**src/hdl/tun_pkg.sv**
```systemverilog
// Package for the triangle unit normal block: field widths, stage counts,
// register addresses and the structs passed between pipeline sections.
// No dependencies.
package tun_pkg;

  localparam int COORD_W      = 16;
  localparam int EDGE_W       = 17;
  localparam int PROD_W       = 34;
  localparam int MAG_W        = 34;
  localparam int SHIFT_W      = 5;
  localparam int U_W          = 16;
  localparam int SQ_W         = 32;
  localparam int SUM_W        = 34;
  localparam int QUO_W        = 31;
  localparam int ROOT_W       = 32;
  localparam int FRONT_STAGES = 6;
  localparam int DIV_STAGES   = 31;
  localparam int SQRT_STAGES  = 16;
  localparam int PADDR_W      = 3;

  localparam logic [PADDR_W-1:0]        MIN_LEN_ADDR = 3'd0;
  localparam logic signed [COORD_W-1:0] UNIT_Q14     = 16'sd16384;

  typedef struct packed {
    logic signed [COORD_W-1:0] a_x;
    logic signed [COORD_W-1:0] a_y;
    logic signed [COORD_W-1:0] a_z;
    logic signed [COORD_W-1:0] b_x;
    logic signed [COORD_W-1:0] b_y;
    logic signed [COORD_W-1:0] b_z;
    logic signed [COORD_W-1:0] c_x;
    logic signed [COORD_W-1:0] c_y;
    logic signed [COORD_W-1:0] c_z;
  } corner_t;

  typedef struct packed {
    logic [2:0] neg;
    logic       degen;
  } side_t;

  typedef struct packed {
    logic [2:0][SQ_W-1:0] usq;
    logic [SUM_W-1:0]     s;
    side_t                side;
  } front_t;

  typedef struct packed {
    logic [2:0][QUO_W-1:0] quo;
    side_t                 side;
  } div_t;

  typedef struct packed {
    logic signed [COORD_W-1:0] norm_x;
    logic signed [COORD_W-1:0] norm_y;
    logic signed [COORD_W-1:0] norm_z;
    logic                      degenerate;
  } result_t;

endpackage

```
**src/hdl/tun_sqrt.sv**
```systemverilog
// Pipelined integer square root, two radicand bits per stage for three lanes,
// then rounding, sign and fallback in the output register. Depends on tun_pkg.
module tun_sqrt (
  input  logic             clk,
  input  logic             rst,
  input  logic             in_valid,
  output logic             in_ready,
  input  tun_pkg::div_t    in_data,
  output logic             out_valid,
  input  logic             out_ready,
  output tun_pkg::result_t out_data
);

  localparam int N = tun_pkg::SQRT_STAGES;

  logic [N:0]   v;
  logic [N+1:0] adv;

  logic [tun_pkg::ROOT_W-1:0] rem  [N][3];
  logic [tun_pkg::ROOT_W-1:0] res  [N][3];
  tun_pkg::side_t             side [N];

  assign adv[N+1] = out_ready;

  for (genvar j = 0; j < N; j++) begin : g_stage
    localparam logic [tun_pkg::ROOT_W-1:0] ONE =
      tun_pkg::ROOT_W'(1) << (2 * (N - 1 - j));

    logic [tun_pkg::ROOT_W-1:0] rem_in [3];
    logic [tun_pkg::ROOT_W-1:0] res_in [3];
    logic [tun_pkg::ROOT_W-1:0] trial  [3];
    logic                       v_in;
    tun_pkg::side_t             side_in;

    assign adv[j] = !v[j] || adv[j+1];

    if (j == 0) begin : g_first
      always_comb begin
        for (int l = 0; l < 3; l++) begin
          rem_in[l] = tun_pkg::ROOT_W'(in_data.quo[l]);
          res_in[l] = '0;
        end
        v_in    = in_valid;
        side_in = in_data.side;
      end
    end else begin : g_next
      always_comb begin
        for (int l = 0; l < 3; l++) begin
          rem_in[l] = rem[j-1][l];
          res_in[l] = res[j-1][l];
        end
        v_in    = v[j-1];
        side_in = side[j-1];
      end
    end

    always_comb begin
      for (int l = 0; l < 3; l++) begin
        trial[l] = res_in[l] + ONE;
      end
    end

    always_ff @(posedge clk) begin
      if (rst) begin
        v[j] <= 1'b0;
      end else if (adv[j]) begin
        v[j] <= v_in;
      end
    end

    always_ff @(posedge clk) begin
      if (adv[j]) begin
        for (int l = 0; l < 3; l++) begin
          if (rem_in[l] >= trial[l]) begin
            rem[j][l] <= rem_in[l] - trial[l];
            res[j][l] <= tun_pkg::ROOT_W'(({1'b0, res_in[l]} + {ONE, 1'b0}) >> 1);
          end else begin
            rem[j][l] <= rem_in[l];
            res[j][l] <= res_in[l] >> 1;
          end
        end
        side[j] <= side_in;
      end
    end
  end

  // Output stage: t = (isqrt + 1) / 2 is the rounded Q1.14 magnitude.
  logic [tun_pkg::COORD_W-1:0]       t   [3];
  logic signed [tun_pkg::COORD_W-1:0] sgn [3];

  always_comb begin
    for (int l = 0; l < 3; l++) begin
      t[l]   = tun_pkg::COORD_W'(({1'b0, res[N-1][l][16:0]} + 18'd1) >> 1);
      sgn[l] = side[N-1].neg[l] ? -$signed(t[l]) : $signed(t[l]);
    end
  end

  assign adv[N] = !v[N] || adv[N+1];

  always_ff @(posedge clk) begin
    if (rst) begin
      v[N] <= 1'b0;
    end else if (adv[N]) begin
      v[N] <= v[N-1];
    end
  end

  always_ff @(posedge clk) begin
    if (adv[N]) begin
      if (side[N-1].degen) begin
        out_data.norm_x     <= '0;
        out_data.norm_y     <= tun_pkg::UNIT_Q14;
        out_data.norm_z     <= '0;
        out_data.degenerate <= 1'b1;
      end else begin
        out_data.norm_x     <= sgn[0];
        out_data.norm_y     <= sgn[1];
        out_data.norm_z     <= sgn[2];
        out_data.degenerate <= 1'b0;
      end
    end
  end

  assign in_ready  = adv[0];
  assign out_valid = v[N];

endmodule

```
**config.mk**
```make
export PLATFORM = sky130hd
export DESIGN_NAME = tun_sqrt
export DESIGN_NICKNAME = d
export VERILOG_FILES = /design/src/hdl/tun_pkg.sv /design/src/hdl/tun_sqrt.sv
export SDC_FILE = /design/constraint.sdc
export NUM_CORES = 2
export LEC_CHECK = 0
export ABC_AREA = 1
export BUFFER_PORTS_ARGS = -buffer_cell sky130_fd_sc_hd__buf_2
export CORE_MARGIN = 2
export CORE_UTILIZATION = 46
export DETAILED_ROUTE_END_ITERATION = 6
export PLACE_DENSITY = 0.6
export SLEW_MARGIN = 0
export SYNTH_ARGS = -nofsm -noshare
export SYNTH_HDL_FRONTEND = slang
export SYNTH_SLANG_ARGS = --single-unit
export TNS_END_PERCENT = 30
```
**constraint.sdc**
```tcl
create_clock -name clk -period 12.8 [get_ports clk]
set_input_delay 1.28 -clock clk [delete_from_list [all_inputs] [get_ports clk]]
set_output_delay 1.28 -clock clk [all_outputs]
set_load 0.02 [all_outputs]
```
Word-level counts from Yosys, hierarchy flattened
Memories as Yosys holds them, arrays and structs flattened. Index checks and enable logic that the tools add are counted.

Bits in registers: 66. RAM bits: 3136. Output and inout port bits: 51. Memories: 3.

Add/subtract/negate cells: 144. Order comparisons: 48. Multiplexer cells: 420. Bitwise logic cells: 96. Reduce and logical (&&, ||, !) cells: 34.

Memory list: rem (words 16, bits a word 96, rd ports 15, clocked after Yosys merged registers in 0, wr ports 16, line tun_sqrt.sv:19) `logic [tun_pkg::ROOT_W-1:0] rem [N][3];`; res (words 16, bits a word 96, rd ports 16, clocked after Yosys merged registers in 0, wr ports 16, line tun_sqrt.sv:20) `logic [tun_pkg::ROOT_W-1:0] res [N][3];`; side (words 16, bits a word 4, rd ports 16, clocked after Yosys merged registers in 0, wr ports 16, line tun_sqrt.sv:21) `tun_pkg::side_t side [N];`.

Operators by type and width (count): two-way mux 32 bit (96); >= comparator 32 bit (45); subtractor 32 bit (45); two-way mux 1 bit (321); adder 32 x 10 -> 33 bit (second input constant) (3); adder 32 x 12 -> 33 bit (second input constant) (3); adder 32 x 14 -> 33 bit (second input constant) (3); adder 32 x 16 -> 33 bit (second input constant) (3); adder 32 x 18 -> 33 bit (second input constant) (3); adder 32 x 2 -> 33 bit (second input constant) (3); adder 32 x 20 -> 33 bit (second input constant) (3); adder 32 x 22 -> 33 bit (second input constant) (3); adder 32 x 24 -> 33 bit (second input constant) (3); adder 32 x 26 -> 33 bit (second input constant) (3); adder 32 x 28 -> 33 bit (second input constant) (3); adder 32 x 30 -> 33 bit (second input constant) (3); adder 32 x 4 -> 33 bit (second input constant) (3); adder 32 x 6 -> 33 bit (second input constant) (3); adder 32 x 8 -> 33 bit (second input constant) (3); adder 32 x 1 -> 32 bit (second input constant) (3); adder 32 x 11 -> 32 bit (second input constant) (3); adder 32 x 13 -> 32 bit (second input constant) (3); adder 32 x 15 -> 32 bit (second input constant) (3); adder 32 x 17 -> 32 bit (second input constant) (3); 18 further kinds (175).

Longest topological paths before layout
Depth after elaboration: 21. Depth in mapped cells: 16.

Worst setup path before layout
OpenSTA, ideal clock, no wires.

Kind: input-to-output. Start: input port out_ready. End: output port in_ready. Arrival: 8964 ps. Required time: 11520 ps. Slack: 2556 ps. Cell stages on the path: 11. Cells stage by stage: inv_2 nand3_2 nor2_4 nand4_4 nor2_4 nand4_4 nor2_8 nand4_4 nor2_4 nand3_1 buf_2.

Cells in the longest elaborated chain, start to end: 17.

RTL lines: start, declared (line tun_sqrt.sv:10) `input logic out_ready,`; logical OR 1 bit (line tun_sqrt.sv:98) `assign adv[N] = !v[N] || adv[N+1];`; logical OR 1 bit (line tun_sqrt.sv:35) `assign adv[j] = !v[j] || adv[j+1];`; named net adv[15] (line tun_sqrt.sv:17) `logic [N+1:0] adv;`; logical OR 1 bit (4 in series) (line tun_sqrt.sv:35); named net adv[11] (line tun_sqrt.sv:17); logical OR 1 bit (4 in series) (line tun_sqrt.sv:35); named net adv[7] (line tun_sqrt.sv:17); logical OR 1 bit (4 in series) (line tun_sqrt.sv:35); named net adv[3] (line tun_sqrt.sv:17); logical OR 1 bit (3 in series) (line tun_sqrt.sv:35); end, declared (line tun_sqrt.sv:7) `output logic in_ready,`.

The timed path passes the listed nets, and every way through them passes these cells.

Final worst setup path
Same ends and word-level chain as after synthesis.

==> metrics.md <==
| Metric | Value |
|---|---|
| Arr. time, crit path | `5.65 ns` |
| Syn Std Cell Area | `between 90000 and 100000 um2` |
| Crit path launch type | `primary input` |
| RSZ-0062 raised after global routing | `false` |
| Power per cell area | `212 nW/um2` |
| Clock Skew | `0.0500 ns` |
| Die height | `between 400 and 500 um` |
| Cts hold-fix bufs | `0` |
| # DRC | `0` |
| Postcts setup bufs | `0` |
| Fin crit period | `6.93 ns` |
| Global-route wire length before repair | `342000 um` |
| Overall Global Routing Usage | `0.195` |
| Diodes inserted | `0` |
| Post-synth ARST share | `0` |
| Delay of the slowest critical-path stage | `0.60 ns` |
| Dominant synthesized flop cell | `edfxtp_1` |
| Core ar. | `214000 um2` |
| Fmax | `roughly 0.14 GHz` |
| Commonest cells post-synth | `1961 x edfxtp_1, 1504 x nand2_1, 1332 x inv_1, 939 x nor2_1, 645 x a21oi_1` |
| Library cells used by synthesis | `59` |
| WS Path Type | `in2out` |
| Cell area after layout | `approximately 110000 um2` |
| Initial core utilization | `0.462` |
| Sequential area share after synthesis | `0.599` |
| Worst-path cell chain | `buf_2, inv_2, nand3_2, nor2_4, nand4_4, buf_4, nor2_4, nand4_4, nor2_8, nand4_4, buf_4, nor2_4, nand3_4, buf_2` |
| Maximum number of pins on one net before global-route repair | `93` |
| Routability cong. | `between 0.9 and 1` |
| Root Driver | `clkbuf_16` |
| Register bit total from synthesis | `1978` |
| Die Width | `roughly 470 um` |
| Area growth, synth to finish | `11.3%` |
| Cells after Synth | `9472` |
| YS warnings | `0` |
| Clock Latency Late Sink | `0.86 ns` |
| Global route total overflow | `0` |
| Number of global-route vias before repair | `66600` |
| Top cell type's share of synthesized area | `0.595` |
| Cell with the most instances after synthesis | `edfxtp_1` |
| Slowest stage cell, crit path | `nand4_4` |
| Vias/cell | `5.11` |
| Placed Instance Area | `103000 um2` |
| Drt wl/cell | `16.7 um` |
| Layout cells sized above 1 | `0.0665` |
| Measured slew at the worst slew-check pin | `approximately 1.1 ns` |
| Clock-pin slew on the worst setup and hold paths | `about 0.06 ns` |
| Total number of vias | `65400` |
| Syn_area_per_cell | `10.4 um2` |
| Final setup TNS | `0 ns` |
| WP buf/inv | `5` |
| Max-slew violations | `0` |
| Setup violators final | `0` |
| Final Hold Viols | `0` |
| CP max FO | `67` |
| Outcome | `completed` |
| Worst Hold Class | `reg2reg` |
| PostCTS Resize Cnt | `0` |
| Fin crit share | `0.542` |
| Setup crit end kind | `primary output` |
| Post-synth net total | `10000` |
| Post-synth EDFFs | `1961` |
| Clock Path Buffers | `3` |
| CTS tree | `yes` |
| First DRT Iteration DRCs | `3541` |
| Leakage power | `46.5 nW` |
| Row cnt | `170` |
| Sink Count | `1978` |
| Peak VDD IR | `0.155 mV` |
| Routed Antenna Nets | `0` |
| Post-DP HPWL | `168000 um` |
| Post-synth top area cell | `edfxtp_1` |
| Area contributors post-synth | `edfxtp_1 60%, nand2_1 5.7%, ha_1 5.7%` |
| Num CTS Buffers | `204` |
| PortBufs | `151` |
| Critical path's top delay family | `simple AND/OR/NAND/NOR gates` |
| CTS H-tree depth | `4` |
| Io pins | `around 150` |
| Routed wire length | `213000 um` |
| Max-Cap Viols | `0` |
| R2r setup slk | `7.45 ns` |
| Initial antenna violation count | `1` |
| Die Area | `approximately 220000 um2` |
| TritonRoute pass-1 iters | `6` |
| Relative slew slack | `0.263` |
| Critical Path RT | `11.52 ns` |
| Layout Nets | `10300` |
## cells in the final DEF (no fill, tap or decap), drive strengths merged, types with 42 or more instances in the layout
master / Yosys / final
nand2: 1518 / 1518
nand3: 364 / 364
nor2: 944 / 944
xor2: 311 / 311
ha: 450 / 450
o211ai: 42 / 42
edfxtp: 1961 / 1961
clkinv: 8 / 90
o21ai: 603 / 603
or2: 124 / 124
nor3: 209 / 209
inv: 1343 / 1346
nor4: 175 / 175
clkbuf: 46 / 252
xnor2: 222 / 222
nand4: 156 / 156
a21oi: 647 / 647
a21o: 50 / 50
buf: 38 / 186
## layer usage
layer	GRT usage	vias up	part of all wire
li1	-	33500	-
met5	0	-	0
met2	0.358	1205	0.51
met1	0.224	30200	0.41
met3	0.0245	509	0.028
met4	0.0923	0	0.049
## worst register-to-register path, stage by stage (launching register included)
cell and delay, ns:
dfxtp_1 0.37, nand3_2 0.39, nor2_4 0.45, nand4_4 0.12, buf_4 0.39, nor2_4 0.38, nand4_4 0.60, nor2_8 0.45
nand4_4 0.10, buf_4 0.30, nor2_4 0.25, nand3_4 0.46, buf_4 0.46, buf_4 0.34
## path summary, 6_finish.rpt
path                                from                    end  cells past startpoint
setup reg to reg  out_valid$_SDFFE_PP0P_   rem[0][89]$_DFFE_PP_                     13
hold reg to reg    res[1][548]$_DFFE_PP_  res[1][643]$_DFFE_PP_                      0
setup / recovery               out_ready               in_ready                     14
hold / removal     res[1][548]$_DFFE_PP_  res[1][643]$_DFFE_PP_                      0
## per-stage QoR
stage	total power, mW	util	cells	setup WS (ns)	hold slack, ns
finish	23.4	0.514	12800	5.87	0.410
global route	25.0	0.514	12800	5.35	0.429
CTS	23.5	0.514	12800	5.69	0.418
detailed placement	17.5	0.482	12400	5.70	0.405
global placement	17.4	0.482	12400	5.80	0.406
floorplan	15.4	-	9472	2.56	0.400
## cell type report
cell class / instances / area [um2]
fillers: 18900 / 104000
well taps: 2838 / 3550
inverters: 1351 / 5090
multi-input cells: 6059 / 34300
flip-flops and latches: 1978 / 59200
clock inverters: 124 / 1580
clock buffers: 252 / 5360
repair buffers: 186 / 1030
## registers in the layout, summed over array words and instances (netlist names)
signal	cells
g_stage.v_in	15
out_data	49
out_valid	1
rem	1440
res	408
side	64
v	1
## cell families after synthesis
group           after synthesis  share of synthesized area
xor+xnor                    533                     0.0472
flops                      1978                      0.599
mux                           1                   0.000114
simple gates               3555                      0.157
fa+ha+maj                   450                     0.0569
compound gates             1520                     0.0846
buf+inv                    1435                     0.0550
## where the power goes
| part | total [mW] | switching (mW) | internal [mW] |
|---|---|---|---|
| combinational | 7.16 | 4.49 | 2.67 |
| clock | 5.99 | 2.50 | 3.49 |
| sequential | 10.2 | 1.12 | 9.11 |
| total | 23.4 | 8.11 | 15.3 |
Power figures use the tool's default switching activity.
